--- src/rtl/servo_command_line_parser_top_defines.svh ---
// Assertion helpers for the parser RTL.
// Both sample on aclk and stand down while aresetn is low.
`ifndef SERVO_COMMAND_LINE_PARSER_TOP_DEFINES_SVH
`define SERVO_COMMAND_LINE_PARSER_TOP_DEFINES_SVH

// Same-cycle implication.
`define SCP_ASSERT_IMP(lbl, ante, cons, msg) \
    lbl: assert property (@(posedge aclk) disable iff (!aresetn) (ante) |-> (cons)) \
        else $error(msg);

// Next-cycle implication.
`define SCP_ASSERT_NXT(lbl, ante, cons, msg) \
    lbl: assert property (@(posedge aclk) disable iff (!aresetn) (ante) |=> (cons)) \
        else $error(msg);

`endif

--- src/rtl/scp_pkg.sv ---
package scp_pkg;

    localparam int LINE_DEPTH = 6;
    localparam int POS_W      = $clog2(LINE_DEPTH);
    localparam int CNT_W      = $clog2(LINE_DEPTH + 1);

    localparam int BYTE_W     = 8;
    localparam int CENTER_W   = 15;
    localparam int BOUND_W    = 12;
    localparam int VAL_W      = 18;
    localparam int MAG_W      = 18;
    localparam int PULSE_W    = 16;
    localparam int STATUS_W   = 2;
    localparam int CFG_IDX_W  = 3;
    localparam int CFG_DATA_W = 15;
    localparam int DIGIT_W    = 4;
    localparam int MAC_A_W    = 18;
    localparam int MAC_B_W    = 16;
    localparam int MAC_P_W    = MAC_A_W + MAC_B_W;
    localparam int RES_W      = STATUS_W + 1 + VAL_W + 2 * PULSE_W;
    localparam int TDATA_W    = ((RES_W + 7) / 8) * 8;

    localparam logic [BYTE_W-1:0] CH_NUL   = 8'h00;
    localparam logic [BYTE_W-1:0] CH_TAB   = 8'h09;
    localparam logic [BYTE_W-1:0] CH_LF    = 8'h0A;
    localparam logic [BYTE_W-1:0] CH_CR    = 8'h0D;
    localparam logic [BYTE_W-1:0] CH_SPACE = 8'h20;
    localparam logic [BYTE_W-1:0] CH_PLUS  = 8'h2B;
    localparam logic [BYTE_W-1:0] CH_MINUS = 8'h2D;
    localparam logic [BYTE_W-1:0] CH_ZERO  = 8'h30;
    localparam logic [BYTE_W-1:0] CH_NINE  = 8'h39;
    localparam logic [BYTE_W-1:0] CH_X     = 8'h78;
    localparam logic [BYTE_W-1:0] CH_Y     = 8'h79;

    localparam logic [STATUS_W-1:0] STATUS_OK     = 2'd0;
    localparam logic [STATUS_W-1:0] STATUS_RANGE  = 2'd1;
    localparam logic [STATUS_W-1:0] STATUS_BADSEL = 2'd2;

    localparam logic CHAN_A = 1'b0;
    localparam logic CHAN_B = 1'b1;

    localparam logic [CFG_IDX_W-1:0] REG_CENTER_A = 3'd0;
    localparam logic [CFG_IDX_W-1:0] REG_A_MAX    = 3'd1;
    localparam logic [CFG_IDX_W-1:0] REG_A_MIN    = 3'd2;
    localparam logic [CFG_IDX_W-1:0] REG_B_MAX    = 3'd3;
    localparam logic [CFG_IDX_W-1:0] REG_B_MIN    = 3'd4;

    localparam logic [CENTER_W-1:0] CENTER_A_RST = 15'd1370;
    localparam logic [BOUND_W-1:0]  A_MAX_RST    = 12'd900;
    localparam logic [BOUND_W-1:0]  A_MIN_RST    = 12'd0;
    localparam logic [BOUND_W-1:0]  B_MAX_RST    = 12'd800;
    localparam logic [BOUND_W-1:0]  B_MIN_RST    = 12'd0;
    localparam logic [PULSE_W-1:0]  CMP_A_RST    = 16'd1370;
    localparam logic [PULSE_W-1:0]  CMP_B_RST    = 16'd2250;

    localparam logic [MAG_W-1:0]   MAG_SAT     = 18'd200000;
    localparam logic [MAG_W-1:0]   POS_LIMIT   = 18'd131071;
    localparam logic [MAG_W-1:0]   NEG_LIMIT   = 18'd131072;
    localparam logic [MAC_B_W-1:0] DEC_BASE    = 16'd10;
    localparam logic [MAC_B_W-1:0] RECIP10     = 16'd52429;
    localparam int                 RECIP_SHIFT = 19;
    localparam logic signed [VAL_W+2:0] A_BASE = 21'sd150;
    localparam logic [PULSE_W-1:0] A_SUB       = 16'd450;
    localparam logic [PULSE_W-1:0] B_BASE      = 16'd2250;

    typedef struct packed {
        logic [CENTER_W-1:0] center_a;
        logic [BOUND_W-1:0]  a_max;
        logic [BOUND_W-1:0]  a_min;
        logic [BOUND_W-1:0]  b_max;
        logic [BOUND_W-1:0]  b_min;
    } cfg_t;

    typedef struct packed {
        logic wr_en;
        logic clear;
    } buf_ctl_t;

    typedef struct packed {
        logic [STATUS_W-1:0]    status;
        logic                   channel;
        logic signed [VAL_W-1:0] parsed_value;
        logic [PULSE_W-1:0]     pulse_a;
        logic [PULSE_W-1:0]     pulse_b;
    } res_t;

    function automatic logic is_space(input logic [BYTE_W-1:0] c);
        is_space = (c == CH_SPACE) || (c >= CH_TAB && c <= CH_CR);
    endfunction

endpackage

--- src/rtl/scp_mac.sv ---
module scp_mac (
    input  logic [scp_pkg::MAC_A_W-1:0]   op_a,
    input  logic [scp_pkg::MAC_B_W-1:0]   op_b,
    input  logic [scp_pkg::DIGIT_W-1:0]   op_c,
    output logic [scp_pkg::MAC_P_W-1:0]   prod
);

    // Shared multiply-add: decimal accumulate and reciprocal divide
    assign prod = scp_pkg::MAC_P_W'(op_a) * scp_pkg::MAC_P_W'(op_b)
                + scp_pkg::MAC_P_W'(op_c);

endmodule

--- src/rtl/scp_line_buf.sv ---
module scp_line_buf (
    input  logic                        aclk,
    input  logic                        aresetn,
    input  scp_pkg::buf_ctl_t           ctl,
    input  logic [scp_pkg::BYTE_W-1:0]  wr_byte,
    input  logic [scp_pkg::POS_W-1:0]   rd_addr,
    output logic [scp_pkg::BYTE_W-1:0]  rd_byte,
    output logic [scp_pkg::BYTE_W-1:0]  sel_byte
);

    logic [scp_pkg::BYTE_W-1:0] store_reg [scp_pkg::LINE_DEPTH];
    logic [scp_pkg::POS_W-1:0]  pos_reg;
    logic [scp_pkg::POS_W-1:0]  pos_next;

    // Wrap after the last slot
    always_comb begin
        if (pos_reg == scp_pkg::POS_W'(scp_pkg::LINE_DEPTH - 1)) begin
            pos_next = '0;
        end else begin
            pos_next = pos_reg + scp_pkg::POS_W'(1);
        end
    end

    always_ff @(posedge aclk) begin
        if (!aresetn || ctl.clear) begin
            for (int i = 0; i < scp_pkg::LINE_DEPTH; i++) begin
                store_reg[i] <= '0;
            end
            pos_reg <= '0;
        end else if (ctl.wr_en) begin
            store_reg[pos_reg] <= wr_byte;
            pos_reg            <= pos_next;
        end
    end

    assign rd_byte  = store_reg[rd_addr];
    assign sel_byte = store_reg[0];

endmodule

--- src/rtl/scp_ctrl.sv ---
`include "servo_command_line_parser_top_defines.svh"

module scp_ctrl (
    input  logic                        aclk,
    input  logic                        aresetn,
    input  logic                        s_tvalid,
    input  logic [scp_pkg::BYTE_W-1:0]  in_byte,
    output logic                        s_tready,
    output scp_pkg::buf_ctl_t           buf_ctl,
    output logic [scp_pkg::POS_W-1:0]   rd_addr,
    input  logic [scp_pkg::BYTE_W-1:0]  rd_byte,
    input  logic [scp_pkg::BYTE_W-1:0]  sel_byte,
    input  scp_pkg::cfg_t               cfg,
    input  logic                        m_tready,
    output logic                        m_tvalid,
    output scp_pkg::res_t               res
);

    typedef enum logic [6:0] {
        ST_IDLE = 7'b0000001,
        ST_SEL  = 7'b0000010,
        ST_SCAN = 7'b0000100,
        ST_SIGN = 7'b0001000,
        ST_MAP  = 7'b0010000,
        ST_DIV  = 7'b0100000,
        ST_DONE = 7'b1000000
    } state_t;

    typedef enum logic [2:0] {
        PH_SPACE = 3'b001,
        PH_DIGIT = 3'b010,
        PH_STOP  = 3'b100
    } phase_t;

    state_t                              state_reg,  state_next;
    phase_t                              phase_reg,  phase_next;
    logic [scp_pkg::CNT_W-1:0]           idx_reg,    idx_next;
    logic                                neg_reg,    neg_next;
    logic [scp_pkg::MAG_W-1:0]           mag_reg,    mag_next;
    logic signed [scp_pkg::VAL_W-1:0]    val_reg,    val_next;
    logic                                chan_reg,   chan_next;
    logic [scp_pkg::STATUS_W-1:0]        status_reg, status_next;
    logic [scp_pkg::PULSE_W-1:0]         quot_reg,   quot_next;
    logic [scp_pkg::PULSE_W-1:0]         cmp_a_reg,  cmp_a_next;
    logic [scp_pkg::PULSE_W-1:0]         cmp_b_reg,  cmp_b_next;
    logic                                m_valid_reg, m_valid_next;
    scp_pkg::res_t                       res_reg,    res_next;

    logic [scp_pkg::MAC_A_W-1:0]         mac_a;
    logic [scp_pkg::MAC_B_W-1:0]         mac_b;
    logic [scp_pkg::DIGIT_W-1:0]         mac_c;
    logic [scp_pkg::MAC_P_W-1:0]         mac_p;
    logic [scp_pkg::MAG_W-1:0]           mac_sat;

    logic                                is_digit;
    logic                                scan_end;
    logic signed [scp_pkg::VAL_W+2:0]    a_val;
    logic signed [scp_pkg::VAL_W+1:0]    b_val;
    logic                                a_ok;
    logic                                b_ok;
    logic [scp_pkg::PULSE_W-1:0]         new_a;

    scp_mac u_mac (
        .op_a (mac_a),
        .op_b (mac_b),
        .op_c (mac_c),
        .prod (mac_p)
    );

    assign rd_addr  = idx_reg[scp_pkg::POS_W-1:0];
    assign is_digit = (rd_byte >= scp_pkg::CH_ZERO) && (rd_byte <= scp_pkg::CH_NINE);
    assign scan_end = (idx_reg == scp_pkg::CNT_W'(scp_pkg::LINE_DEPTH))
                   || (rd_byte == scp_pkg::CH_NUL) || (rd_byte == scp_pkg::CH_CR)
                   || (phase_reg == PH_STOP);

    // Multiply-add operand select: divide by ten while mapping, else accumulate
    always_comb begin
        if (state_reg == ST_MAP) begin
            mac_a = {2'b00, val_reg[9:0], 6'b000000};
            mac_b = scp_pkg::RECIP10;
            mac_c = '0;
        end else begin
            mac_a = mag_reg;
            mac_b = scp_pkg::DEC_BASE;
            mac_c = scp_pkg::DIGIT_W'(rd_byte - scp_pkg::CH_ZERO);
        end
    end

    assign mac_sat = (mac_p > scp_pkg::MAC_P_W'(scp_pkg::MAG_SAT)) ? scp_pkg::MAG_SAT
                                                                    : mac_p[scp_pkg::MAG_W-1:0];

    assign a_val = $signed({val_reg[scp_pkg::VAL_W-1], val_reg, 2'b00}) + scp_pkg::A_BASE;
    assign b_val = $signed({val_reg, 2'b00});
    assign a_ok  = (a_val >= $signed({9'b0, cfg.a_min})) && (a_val <= $signed({9'b0, cfg.a_max}));
    assign b_ok  = (b_val >= $signed({8'b0, cfg.b_min})) && (b_val <= $signed({8'b0, cfg.b_max}));
    assign new_a = scp_pkg::PULSE_W'(cfg.center_a) + a_val[scp_pkg::PULSE_W-1:0] - scp_pkg::A_SUB;

    always_comb begin
        state_next   = state_reg;
        phase_next   = phase_reg;
        idx_next     = idx_reg;
        neg_next     = neg_reg;
        mag_next     = mag_reg;
        val_next     = val_reg;
        chan_next    = chan_reg;
        status_next  = status_reg;
        quot_next    = quot_reg;
        cmp_a_next   = cmp_a_reg;
        cmp_b_next   = cmp_b_reg;
        res_next     = res_reg;
        m_valid_next = m_valid_reg && !m_tready;
        s_tready     = 1'b0;
        buf_ctl      = '0;

        unique case (state_reg)
            ST_IDLE: begin
                s_tready      = 1'b1;
                buf_ctl.wr_en = s_tvalid;
                if (s_tvalid && in_byte == scp_pkg::CH_LF) begin
                    state_next = ST_SEL;
                end
            end
            ST_SEL: begin
                idx_next   = scp_pkg::CNT_W'(1);
                phase_next = PH_SPACE;
                neg_next   = 1'b0;
                mag_next   = '0;
                if (sel_byte == scp_pkg::CH_X) begin
                    chan_next  = scp_pkg::CHAN_A;
                    state_next = ST_SCAN;
                end else if (sel_byte == scp_pkg::CH_Y) begin
                    chan_next  = scp_pkg::CHAN_B;
                    state_next = ST_SCAN;
                end else begin
                    chan_next   = scp_pkg::CHAN_A;
                    val_next    = '0;
                    status_next = scp_pkg::STATUS_BADSEL;
                    state_next  = ST_DONE;
                end
            end
            ST_SCAN: begin
                if (scan_end) begin
                    state_next = ST_SIGN;
                end else begin
                    idx_next = idx_reg + scp_pkg::CNT_W'(1);
                    unique case (phase_reg)
                        PH_SPACE: begin
                            if (scp_pkg::is_space(rd_byte)) begin
                                phase_next = PH_SPACE;
                            end else if (rd_byte == scp_pkg::CH_PLUS
                                      || rd_byte == scp_pkg::CH_MINUS) begin
                                neg_next   = (rd_byte == scp_pkg::CH_MINUS);
                                phase_next = PH_DIGIT;
                            end else if (is_digit) begin
                                mag_next   = mac_sat;
                                phase_next = PH_DIGIT;
                            end else begin
                                phase_next = PH_STOP;
                            end
                        end
                        PH_DIGIT: begin
                            if (is_digit) begin
                                mag_next = mac_sat;
                            end else begin
                                phase_next = PH_STOP;
                            end
                        end
                        default: begin
                            phase_next = PH_STOP;
                        end
                    endcase
                end
            end
            ST_SIGN: begin
                if (neg_reg) begin
                    if (mag_reg > scp_pkg::NEG_LIMIT) begin
                        val_next = $signed(~scp_pkg::NEG_LIMIT + scp_pkg::MAG_W'(1));
                    end else begin
                        val_next = $signed(~mag_reg + scp_pkg::MAG_W'(1));
                    end
                end else if (mag_reg > scp_pkg::POS_LIMIT) begin
                    val_next = $signed(scp_pkg::POS_LIMIT);
                end else begin
                    val_next = $signed(mag_reg);
                end
                state_next = ST_MAP;
            end
            ST_MAP: begin
                if (chan_reg == scp_pkg::CHAN_A) begin
                    if (a_ok) begin
                        cmp_a_next  = new_a;
                        status_next = scp_pkg::STATUS_OK;
                    end else begin
                        status_next = scp_pkg::STATUS_RANGE;
                    end
                    state_next = ST_DONE;
                end else if (b_ok) begin
                    quot_next   = scp_pkg::PULSE_W'(mac_p >> scp_pkg::RECIP_SHIFT);
                    status_next = scp_pkg::STATUS_OK;
                    state_next  = ST_DIV;
                end else begin
                    status_next = scp_pkg::STATUS_RANGE;
                    state_next  = ST_DONE;
                end
            end
            ST_DIV: begin
                cmp_b_next = scp_pkg::B_BASE - quot_reg;
                state_next = ST_DONE;
            end
            ST_DONE: begin
                // Hold until the output register is free
                if (!m_valid_reg || m_tready) begin
                    res_next.status       = status_reg;
                    res_next.channel      = chan_reg;
                    res_next.parsed_value = val_reg;
                    res_next.pulse_a      = cmp_a_reg;
                    res_next.pulse_b      = cmp_b_reg;
                    m_valid_next          = 1'b1;
                    buf_ctl.clear         = 1'b1;
                    state_next            = ST_IDLE;
                end
            end
            default: begin
                state_next = ST_IDLE;
            end
        endcase
    end

    always_ff @(posedge aclk) begin
        if (!aresetn) begin
            state_reg   <= ST_IDLE;
            phase_reg   <= PH_SPACE;
            idx_reg     <= '0;
            m_valid_reg <= 1'b0;
            cmp_a_reg   <= scp_pkg::CMP_A_RST;
            cmp_b_reg   <= scp_pkg::CMP_B_RST;
        end else begin
            state_reg   <= state_next;
            phase_reg   <= phase_next;
            idx_reg     <= idx_next;
            m_valid_reg <= m_valid_next;
            cmp_a_reg   <= cmp_a_next;
            cmp_b_reg   <= cmp_b_next;
        end
    end

    always_ff @(posedge aclk) begin
        neg_reg    <= neg_next;
        mag_reg    <= mag_next;
        val_reg    <= val_next;
        chan_reg   <= chan_next;
        status_reg <= status_next;
        quot_reg   <= quot_next;
        res_reg    <= res_next;
    end

    assign m_tvalid = m_valid_reg;
    assign res      = res_reg;

    `SCP_ASSERT_NXT(a_lf_starts_parse, s_tvalid && s_tready && in_byte == scp_pkg::CH_LF, state_reg == ST_SEL, "newline item did not start a parse")
    `SCP_ASSERT_NXT(a_cmp_a_hold, state_reg != ST_MAP, $stable(cmp_a_reg), "servo A compare moved outside mapping")
    `SCP_ASSERT_IMP(a_idx_bound, state_reg == ST_SCAN, idx_reg <= scp_pkg::LINE_DEPTH, "scan index ran past the line")
    `SCP_ASSERT_IMP(a_badsel_zero, m_valid_reg && res_reg.status == scp_pkg::STATUS_BADSEL, res_reg.parsed_value == '0 && res_reg.channel == scp_pkg::CHAN_A, "bad selector result carries data")

endmodule

--- src/rtl/servo_command_line_parser_top.sv ---
// Servo command line parser. Bytes from a serial receiver enter on the s_ stream one at a time
// into a six-byte line ring. A newline starts a parse of the line ("x<num>" drives servo A,
// "y<num>" servo B), after which one result item leaves on the m_ stream with the status,
// the channel, the converted number and both compare values. The parse walks the line one
// character per cycle through a single shared multiply-add unit, which also does the divide
// by ten for servo B; the next byte is not accepted until the parse is done and its result
// has moved into the result register. Configuration writes on the cfg_ port are registered
// and must be made while no line is being parsed.
module servo_command_line_parser_top (
    input  logic                              aclk,
    input  logic                              aresetn,
    input  logic                              s_tvalid,
    output logic                              s_tready,
    input  logic [scp_pkg::BYTE_W-1:0]        s_tdata,    // [7:0] rx_byte
    output logic                              m_tvalid,
    input  logic                              m_tready,
    // [1:0] status, [2] channel, [20:3] parsed_value, [36:21] pulse_a, [52:37] pulse_b
    output logic [scp_pkg::TDATA_W-1:0]       m_tdata,
    input  logic                              cfg_valid,
    output logic                              cfg_ready,
    input  logic [scp_pkg::CFG_IDX_W-1:0]     cfg_index,
    input  logic [scp_pkg::CFG_DATA_W-1:0]    cfg_data
);

    scp_pkg::cfg_t                   cfg_reg;
    scp_pkg::buf_ctl_t               buf_ctl;
    logic [scp_pkg::POS_W-1:0]       rd_addr;
    logic [scp_pkg::BYTE_W-1:0]      rd_byte;
    logic [scp_pkg::BYTE_W-1:0]      sel_byte;
    scp_pkg::res_t                   res;

    assign cfg_ready = 1'b1;

    // Unknown register indexes are dropped
    always_ff @(posedge aclk) begin
        if (!aresetn) begin
            cfg_reg.center_a <= scp_pkg::CENTER_A_RST;
            cfg_reg.a_max    <= scp_pkg::A_MAX_RST;
            cfg_reg.a_min    <= scp_pkg::A_MIN_RST;
            cfg_reg.b_max    <= scp_pkg::B_MAX_RST;
            cfg_reg.b_min    <= scp_pkg::B_MIN_RST;
        end else if (cfg_valid && cfg_ready) begin
            unique case (cfg_index)
                scp_pkg::REG_CENTER_A: cfg_reg.center_a <= cfg_data;
                scp_pkg::REG_A_MAX:    cfg_reg.a_max    <= cfg_data[scp_pkg::BOUND_W-1:0];
                scp_pkg::REG_A_MIN:    cfg_reg.a_min    <= cfg_data[scp_pkg::BOUND_W-1:0];
                scp_pkg::REG_B_MAX:    cfg_reg.b_max    <= cfg_data[scp_pkg::BOUND_W-1:0];
                scp_pkg::REG_B_MIN:    cfg_reg.b_min    <= cfg_data[scp_pkg::BOUND_W-1:0];
                default: begin
                end
            endcase
        end
    end

    scp_line_buf u_line_buf (
        .aclk     (aclk),
        .aresetn  (aresetn),
        .ctl      (buf_ctl),
        .wr_byte  (s_tdata),
        .rd_addr  (rd_addr),
        .rd_byte  (rd_byte),
        .sel_byte (sel_byte)
    );

    scp_ctrl u_ctrl (
        .aclk     (aclk),
        .aresetn  (aresetn),
        .s_tvalid (s_tvalid),
        .in_byte  (s_tdata),
        .s_tready (s_tready),
        .buf_ctl  (buf_ctl),
        .rd_addr  (rd_addr),
        .rd_byte  (rd_byte),
        .sel_byte (sel_byte),
        .cfg      (cfg_reg),
        .m_tready (m_tready),
        .m_tvalid (m_tvalid),
        .res      (res)
    );

    assign m_tdata = {{(scp_pkg::TDATA_W - scp_pkg::RES_W){1'b0}},
                      res.pulse_b, res.pulse_a, res.parsed_value, res.channel, res.status};

endmodule

--- config.mk ---
export PLATFORM = sky130hd
export DESIGN_NAME = servo_command_line_parser_top
export DESIGN_NICKNAME = d
export VERILOG_FILES = /design/src/rtl/scp_pkg.sv /design/src/rtl/scp_mac.sv /design/src/rtl/scp_line_buf.sv /design/src/rtl/scp_ctrl.sv /design/src/rtl/servo_command_line_parser_top.sv
export VERILOG_INCLUDE_DIRS = /design/src /design/src/rtl
export SDC_FILE = /design/constraint.sdc
export NUM_CORES = 1
export LEC_CHECK = 0
export BUFFER_PORTS_ARGS = -buffer_cell sky130_fd_sc_hd__buf_2
export CORE_MARGIN = 2
export CORE_UTILIZATION = 25
export CTS_CLUSTER_DIAMETER = 30
export DETAILED_ROUTE_END_ITERATION = 16
export PLACE_DENSITY_LB_ADDON = 0.15
export SETUP_SLACK_MARGIN = 0.4
export SLEW_MARGIN = 15
export SYNTH_ARGS = -nofsm -noshare
export SYNTH_HDL_FRONTEND = slang
export SYNTH_HIERARCHICAL = 1
export SYNTH_SLANG_ARGS = --single-unit
--- constraint.sdc ---
create_clock -name aclk -period 11.9 [get_ports aclk]
set_clock_uncertainty 0.15 [all_clocks]
set_input_delay 1.19 -clock aclk [delete_from_list [all_inputs] [get_ports aclk]]
set_output_delay 1.19 -clock aclk [all_outputs]
set_load 0.005 [all_outputs]
* Word-level counts from Yosys, hierarchy flattened
Memory sizes are Yosys's and may differ from the RTL's. A register that Yosys moved wholly into a read port is not among the register bits.
Index checks and enable logic that the tools add are counted.
** Word-level totals
- Bits in writable memories :: 48
- Output and inout port bits :: 59
- Bits in read-only memories :: 0
- Memories kept :: 1
- Bits of input ports :: 31
- Latch bits :: 0
- Word-level logic and storage cells :: 182
- Register bits after elaboration :: 220
** Operators by class
- Shift operators :: 0
- $lt $le $gt $ge :: 11
- Reductions and logical operators :: 37
- $add $sub $neg :: 9
- Bitwise logic cells :: 2
- Divide/modulo/power cells :: 0
- $mul :: 1
- Equality and inequality tests :: 36
- Muxes and demuxes :: 62
** Memory list
- u_line_buf.store_reg :: words 6, bits a word 8, rd ports 2, clocked after memory_dff 1, wr ports 6, RTL line scp_line_buf.sv:11 : logic [scp_pkg::BYTE_W-1:0] store_reg [scp_pkg::LINE_DEPTH];
** Operators with widths (count)
- two-way mux 18 bit :: 11
- case mux 18 bit (2 select lines) :: 3
- two-way mux 7 bit :: 7
- case mux 7 bit (7 select lines) :: 1
- adder 34 x 4 -> 34 bit :: 1
- > comparator 34 x 18 -> 1 bit (second input constant) :: 1
- multiplier 18 x 16 -> 34 bit :: 1
- two-way mux 3 bit :: 10
- == test 8 x 6 -> 1 bit (second input constant) :: 3
- adder 20 x 9 -> 21 bit (second input constant) :: 1
- >= comparator 21 x 13 -> 1 bit :: 1
- <= comparator 21 x 13 -> 1 bit :: 1
- >= comparator 20 x 13 -> 1 bit :: 1
- <= comparator 20 x 13 -> 1 bit :: 1
- two-way mux 1 bit :: 19
- adder 18 x 1 -> 18 bit (second input constant) :: 1
- > comparator 18 x 17 -> 1 bit (second input constant) :: 1
- > comparator 18 bit (second input constant) :: 1
- NOT 18 bit :: 1
- case mux 3 bit (2 select lines) :: 3
- AND reduction 3 bit :: 6
- adder 15 x 16 -> 16 bit :: 1
- == test 8 x 4 -> 1 bit (second input constant) :: 2
- == test 8 x 7 -> 1 bit (second input constant) :: 2
- other kinds (38) :: 78

* Depth between registers and ports, before layout
Gate-level depths: netlist (run 1).
- Depth after elaboration :: 12
- Depth in mapped cells :: 36
- Mapped depth without buffers :: 32

* Cells and area by module
The synthesis (run 1) kept the hierarchy.
** Modules (own cells, without submodules)
- scp_mac :: times used 1, area each 10050.9 µm², cells each 1163, sequential area each 0.0 µm²
- scp_ctrl :: times used 1, area each 9056.2 µm², cells each 912, sequential area each 4164.0 µm²
- scp_line_buf :: times used 1, area each 3143.0 µm², cells each 192, sequential area each 1981.9 µm²
- servo_command_line_parser_top :: times used 1, area each 2453.6 µm², cells each 242, sequential area each 1261.2 µm²

* Least setup slack after synthesis (run 1)
OpenSTA, ideal clock, no wires.
- Path type :: flip-flop to flip-flop
- Start :: register u_ctrl.state_reg[6]
- End :: register u_ctrl/mag_reg[3] (netlist name), data pin
- Arrival :: 8.596 ns
- Path slack :: 2.897 ns
- Stages on the path, launching flop included :: 35
- Path buffers :: 3
- Library setup time :: 0.256 ns
- Period minus slack after synthesis :: 9.003 ns
- Path through :: dfxtp_1 > nor4_1 > nor2b_1 > nand3b_1 > inv_1 > buf_1 > nand2_1 > nand2_1 > clkbuf_1 > nand2_1 > fa_1 > inv_1 > fa_1 > fa_1 > inv_1 > fa_1 > inv_1 > fa_1 > inv_1 > fa_1 > inv_1 > ha_1 > a21oi_1 > o21a_1 > o22ai_1 > a211o_1 > a31oi_1 > o21ai_1 > xor2_1 > nor4_1 > and4_1 > and2_1 > o211a_1 > buf_2 > a22o_1
** Between the ends
- Longest elaborated chain between the ends :: 12
- Elaborated cells between the ends (all ways) :: 16
- Classes of those cells :: add/sub: 1; mul: 1; order compare: 1; eq/ne: 3; mux: 10
** Ends and longest elaborated chain
- start, declared :: RTL line scp_ctrl.sv:35 : state_t state_reg, state_next;
- start signal, assigned :: RTL line scp_ctrl.sv:238 : state_reg <= state_next;
- == test 7 x 5 -> 1 bit (*) :: RTL line scp_ctrl.sv:78 : if (state_reg == ST_MAP) begin
- two-way mux 16 bit (*) :: RTL line scp_ctrl.sv:78
- named net u_ctrl.mac_b, one bit :: RTL line scp_ctrl.sv:50 : logic [scp_pkg::MAC_B_W-1:0] mac_b;
- multiplier 18 x 16 -> 34 bit (*) :: RTL line scp_mac.sv:9 : assign prod = scp_pkg::MAC_P_W'(op_a) * scp_pkg::MAC_P_W'(op_b)
- adder 34 x 4 -> 34 bit (*) :: RTL line scp_mac.sv:10 : + scp_pkg::MAC_P_W'(op_c);
- named net u_ctrl.mac_p, one bit :: RTL line scp_ctrl.sv:52 : logic [scp_pkg::MAC_P_W-1:0] mac_p;
- > comparator 34 x 18 -> 1 bit (*) :: RTL line scp_ctrl.sv:89 : assign mac_sat = (mac_p > scp_pkg::MAC_P_W'(scp_pkg::MAG_SAT)) ? scp_pkg::MAG_SAT
- two-way mux 18 bit (*) :: RTL line scp_ctrl.sv:89
- two-way mux 18 bit (*) :: RTL line scp_ctrl.sv:154, scp_ctrl.sv:162
- two-way mux 18 bit :: RTL line scp_ctrl.sv:150 : end else if (rd_byte == scp_pkg::CH_PLUS
- two-way mux 18 bit :: RTL line scp_ctrl.sv:148 : if (scp_pkg::is_space(rd_byte)) begin
- case mux 18 bit (2 select lines) (*) :: RTL line scp_ctrl.sv:146 : unique case (phase_reg)
- two-way mux 18 bit (*) :: RTL line scp_ctrl.sv:142 : if (scan_end) begin
- case mux 18 bit (2 select lines) (*) :: RTL line scp_ctrl.sv:115 : unique case (state_reg)
- end signal, assigned :: RTL line scp_ctrl.sv:249 : mag_reg <= mag_next;
- end, declared :: RTL line scp_ctrl.sv:39 : logic [scp_pkg::MAG_W-1:0] mag_reg, mag_next;
Mark *: on every way through the listed nets, which the timed path passes. The rest lies on a longest branch. The select of a mux whose other input is x is not followed.
A chain may end at the register's enable or synchronous reset.

* Worst setup path after layout (run 1)
- Start :: register u_ctrl.state_reg[6]
- End :: register u_ctrl/mag_reg[1] (netlist name), data pin
** Between the ends
- Longest elaborated chain between the ends :: 12
- Elaborated cells between the ends (all ways) :: 16
- Classes of those cells :: add/sub: 1; mul: 1; order compare: 1; eq/ne: 3; mux: 10
** Ends and longest elaborated chain (RTL line)
- == test 7 x 5 -> 1 bit (*) :: scp_ctrl.sv:78
- two-way mux 18 bit / two-way mux 16 bit (equally long branches) :: scp_ctrl.sv:78
- multiplier 18 x 16 -> 34 bit :: scp_mac.sv:9
- adder 34 x 4 -> 34 bit (*) :: scp_mac.sv:10
- named net u_ctrl.mac_p, one bit :: scp_ctrl.sv:52
- > comparator 34 x 18 -> 1 bit (*) :: scp_ctrl.sv:89
- two-way mux 18 bit (*) :: scp_ctrl.sv:89
- two-way mux 18 bit (*) :: scp_ctrl.sv:154, scp_ctrl.sv:162
- two-way mux 18 bit :: scp_ctrl.sv:150
- two-way mux 18 bit :: scp_ctrl.sv:148
- case mux 18 bit (2 select lines) (*) :: scp_ctrl.sv:146
- two-way mux 18 bit (*) :: scp_ctrl.sv:142
- case mux 18 bit (2 select lines) (*) :: scp_ctrl.sv:115
Marked as above.

==> impl_metrics.ini, run 1 <==
[outcome]
run_status = finished, final reports clean

[power]
p_sw_uw = 792.2
p_int_mw = 2.630
p_per_area_mw_per_mm2 = 116.9
power.leakage_nw = 12.89
p_sw_frac = 0.2314
irDropWorstVdd_uv = 95.06
combPwrFrac = 0.063
power_frac_seq = 0.313
p_total_mw = 3.423
clkPwrFrac = 0.624

[global_routing]
use_met2 = 0.2474
use_met1 = 0.1862
grt_overflow = 0
antenna_found_initial = 3
grt_max_degree = 80
grt_pass1_wl_um = 112800
grt_use_total = 0.1421
grt.busiest_layer = met2
met3_usage = 0.02150
first_global_vias = 19260

[cells_and_area]
largest_register_ffs = 64
final_common_cell = inv_1
nets = 3059
fillers = 10326
multi_input_area_mm2 = 0.01550
drive_above_1_share = 0.1148
regArea_mm2 = 0.007407
final_cell_mix = inv_1, nand2_1, fa_1
syn2layout_area_growth_pct = 18.47

[placed_design]
dp_hpwl_um = 54340
gp_congestion = 0.8124
io_buffers = 85

[floorplanning]
placementRows = 115
dieArea_mm2 = 0.1013
initial_core_util = 0.2517
die_w_um = 318.4
die_h_um = 318.4
io_pins = 90
core_mm2 = 0.09813

[clock_tree]
cts_buffer_depth = 3
clock_sink_count = 284
htree_levels = 3
insertion_delay_ps = 610
cts_buffers = 76
tritoncts = built
path_clk_slew_ps = 50
hold_buffers = 0
cts_resized = 0
postCtsSetupRepairBufs = 0
cts_root_buf = clkbuf_16

[routing]
wl_per_cell_um = 18.16
wl_um = 72100
drc = 0
first_pass_iters = 5
ant_nets = 0
viasPerCell = 4.556
drt_iter0_markers = 846
vias = 18087

[synth]
synth_edf_count = 172
synth.mux.area_fraction = 0.05318
synth_cell_types = 101
yosysSeqAreaShare = 0.2998
yosys_most_used_dff = edfxtp_1
yosys.area_share.simple = 0.1716
synth_top_family_by_area = adder cells
synth_compound_area_frac = 0.08980
ys_ff_latch = 284
synthArstFlopShare = 0
syn_inst = 2509
syn_area_mm2 = 0.02470
synth_fa_ha_area_frac = 0.2779
synth_xor_area_frac = 0.02588
yosys_warnings = 6
synth_area_per_cell_um2 = 9.846

[timing]
min_period_over_period = 0.8106
slew_violations = 0
finalSetupViolCount = 0
hold_viol_final = 0
maxSlewHeadroom = 0.2243
fin_setup_tns_ps = 0
fin_crit_ps = 9646
fmax_mhz = 103.7
rsz0062_at_grt = false
worst_pin_slew_ps = 1151

[min_path]
hold_path.class = reg2reg
holdPathStages = 0

[critical_path]
required_ps = 12190
rr_worst_depth = 27
worstSetupPathType = reg2reg
cp.arrival_ps = 9940
end_kind = flop
cp_max_fo = 79
startpoint_type = flop

[flow_run]
drv_cap = 0
cell type report:
type                       count  share of cell area
multi-input combinational   1769              0.5296
sequential                   284              0.2531
clock buffer                  97             0.07110
tap                         1287             0.05502
inverter                     376             0.04831
clock inverter                45             0.02155
timing repair buffer         111             0.02129
antenna                        1          0.00008550
kinds of logic after synthesis:
| family | Yosys count |
|---|---|
| compound gates | 316 |
| xor+xnor | 73 |
| flops | 284 |
| buf+inv | 503 |
| simple gates | 815 |
| fa+ha+maj | 410 |
| mux | 104 |
| other cells | 4 |
Yosys cell counts (34+ instances only):
| library cell | instances | area, um2 |
|---|---|---|
| inv_1 | 375 | 1408 |
| nand2_1 | 319 | 1197 |
| fa_1 | 231 | 4624 |
| ha_1 | 179 | 2240 |
| edfxtp_1 | 172 | 5165 |
| and2_1 | 158 | 988.5 |
| dfxtp_1 | 112 | 2242 |
| clkbuf_1 | 94 | 352.8 |
| nor2_1 | 84 | 315.3 |
| mux2i_1 | 77 | 770.7 |
| a21oi_1 | 74 | 370.4 |
| o21ai_0 | 44 | 220.2 |
| xnor2_1 | 44 | 385.4 |
| nor3_1 | 40 | 200.2 |
| nor2b_1 | 34 | 212.7 |
path summary, 6_finish.rpt:
| kind | startpoint | slack, ps | endpoint |
|---|---|---|---|
| hold / removal | u_ctrl/cmp_a_reg[13] | 280 | u_ctrl/res[29] |
| hold reg to reg | u_ctrl/cmp_a_reg[13] | 280 | u_ctrl/res[29] |
| setup reg to reg | u_ctrl/state_reg[6] | 2250 | u_ctrl/mag_reg[1] |
| setup / recovery | u_ctrl/state_reg[6] | 2250 | u_ctrl/mag_reg[1] |
power groups by stage:
stage / combinational (mW) / sequential, mW / clock (mW)
floorplan: 0.162 / 1.08 / 0
global placement: 0.210 / 1.09 / 0
detailed placement: 0.212 / 1.09 / 0
CTS: 0.213 / 1.07 / 2.18
global route: 0.241 / 1.07 / 2.23
finish: 0.215 / 1.07 / 2.13
metal layers:
layer | routed length, um | part of all wire
met5 | 0 | 0
met3 | 2535 | 0.035
met4 | 1103 | 0.015
met1 | 32930 | 0.46
met2 | 35530 | 0.49
metrics by stage:
| stage | setup slack (ps) | instance area (um2) | hold slack [ps] | instances | utilization |
|---|---|---|---|---|---|
| 3_5_place_dp | 2272 | 26550 | 264.9 | 3827 | 0.2706 |
| 3_3_place_gp | 2486 | 26550 | 261.5 | 3827 | 0.2706 |
| 4_1_cts | 2216 | 29260 | 275.6 | 3969 | 0.2982 |
| 6_report | 2254 | 29270 | 275.3 | 3970 | 0.2982 |
| 2_1_floorplan | 2897 | 24880 | 249.5 | 2556 | - |
| 5_1_grt | 1652 | 29260 | 279.3 | 3969 | 0.2982 |
critical path, cell delays in order, from the launching register on:
cell	delay, ps
dfxtp_1	340
nor4_1	400
nor2b_1	260
nand3b_1	170
inv_4	340
buf_4	690
buf_4	500
nand2_1	140
fa_1	520
fa_1	510
fa_1	520
fa_1	520
fa_1	520
fa_1	550
inv_1	40
ha_1	380
a21o_1	230
a31oi_1	240
o22ai_1	130
a211o_1	280
a31oi_1	290
o21ai_1	140
xor2_1	170
nor4_1	310
and4_1	280
and2_1	160
o211a_1	400
a22o_1	220
No activity file was read; power rests on OpenSTA's default activity.
==> inputs of run 2 (changes only) <==
==> constraint.sdc (replaced) <==
create_clock -name aclk -period 9.6 [get_ports aclk]
set_clock_uncertainty 0.15 [all_clocks]
set_input_delay 0.96 -clock aclk [delete_from_list [all_inputs] [get_ports aclk]]
set_output_delay 0.96 -clock aclk [all_outputs]
set_load 0.005 [all_outputs]
==> impl_metrics.ini, run 2 (synthesis results as in run 1) <==
[outcome]
run_status = finished, final reports clean

[critical_path]
slowest_stage = fa_1
crit_path_max_incr_delay_ps = 550
required_ps = 9790
crit_buf_inv = 7
end_kind = flop
cp_top_family = adder cells
reg2reg_slack_ps = 860
cp_max_fo = 35
startpoint_type = flop
cp.arrival_ps = 8920
worstSetupPathType = reg2reg
cp_common_cell = fa_1

[placed_design]
gp_congestion = 0.8065
dp.cells = 3843
dp_hpwl_um = 56920
io_buffers = 85

[global_routing]
first_global_vias = 19396
grt_overflow = 0
grt_pass1_wl_um = 115800
grt_use_total = 0.1465
antenna_found_initial = 4
grt_max_degree = 101

[floorplanning]
die_h_um = 318.4
initial_core_util = 0.2517
io_pins = 90
die_w_um = 318.4
placementRows = 115
core_mm2 = 0.09813
dieArea_mm2 = 0.1013

[timing]
fin_crit_ps = 8735
slew_violations = 0
hold_viol_final = 0
finalSetupViolCount = 0
hold_slack_ps = 263.8
maxSlewHeadroom = 0.2893
worst_pin_slew_ps = 1060
fmax_mhz = 114.5
min_period_over_period = 0.9099
fin_setup_tns_ps = 0
rsz0062_at_grt = false

[cells_and_area]
n_antenna_cell = 0
final_common_cell = inv_1
drive_above_1_share = 0.1228
postLayoutCoreUtil = 0.2993
syn2layout_area_growth_pct = 18.90
nets = 3082
fin_cells = 3991
final_cell_mix = inv_1, nand2_1, fa_1
largest_register_ffs = 64

[clock_tree]
insertion_delay_ps = 600
cts_buffers = 77
tritoncts = built
cts_buffer_depth = 3
hold_buffers = 0
htree_levels = 3
path_clk_slew_ps = 50
cts_root_buf = clkbuf_16
clock_sink_count = 284

[routing]
wl_um = 73820
vias = 18074
viasPerCell = 4.529
first_pass_iters = 5
drc = 0
drt_iter0_markers = 835
wl_per_cell_um = 18.50
ant_nets = 0

[power]
p_per_area_mw_per_mm2 = 139.8
p_total_mw = 4.105
irDropWorstVdd_uv = 105.2
power.leakage_nw = 12.96

[flow_run]
drv_cap = 0

[min_path]
hold_path.class = reg2reg
-- run 2: timing repair --
| action | in CTS | in global routing |
|---|---|---|
| setup endpoints to repair | 0 | 18 |
| resized for setup | 0 | 21 |
| setup buffers | 0 | 5 |
-- run 2: per-layer routing --
metal  vias up  share of wire  GRT usage  wire length (um)
met5         -              0          0                 0
met4         0          0.014    0.03023              1046
met3        69          0.030    0.02022              2216
met2       282           0.49     0.2486             36030
met1      9078           0.47     0.1983             34530
li1       8645              -          -                 -
-- run 2: per-stage QoR --
step | setup WS (ps) | cell area [um2]
2_1_floorplan | 597.4 | 24880
3_3_place_gp | 583.0 | 26680
3_5_place_dp | 479.0 | 26690
4_1_cts | 433.9 | 29240
5_1_grt | 368.8 | 29370
6_report | 864.6 | 29370
-- run 2: area by class of cell --
type | count | area, um2
clock inverter | 36 | 440.4
multi-input combinational | 1769 | 15540
sequential | 284 | 7407
timing repair buffer | 133 | 838.3
fill | 10242 | 68760
clock buffer | 106 | 2116
tap | 1287 | 1610
inverter | 376 | 1416
-- run 2: final timing paths --
| check | start | endpoint | cells past startpoint |
|---|---|---|---|
| worst max-delay path | u_ctrl/state_reg[6] | u_ctrl/mag_reg[10] | 32 |
| worst min-delay path | u_ctrl/cmp_b_reg[10] | u_ctrl/res[10] | 0 |
| worst max register to register | u_ctrl/state_reg[6] | u_ctrl/mag_reg[10] | 32 |
| worst min register to register | u_ctrl/cmp_b_reg[10] | u_ctrl/res[10] | 0 |
-- run 2: power by group --
group	internal [mW]	switching [mW]	leakage (nW)
sequential	1.31	0.0125	2.57
combinational	0.0963	0.182	9.14
clock	1.76	0.739	1.25
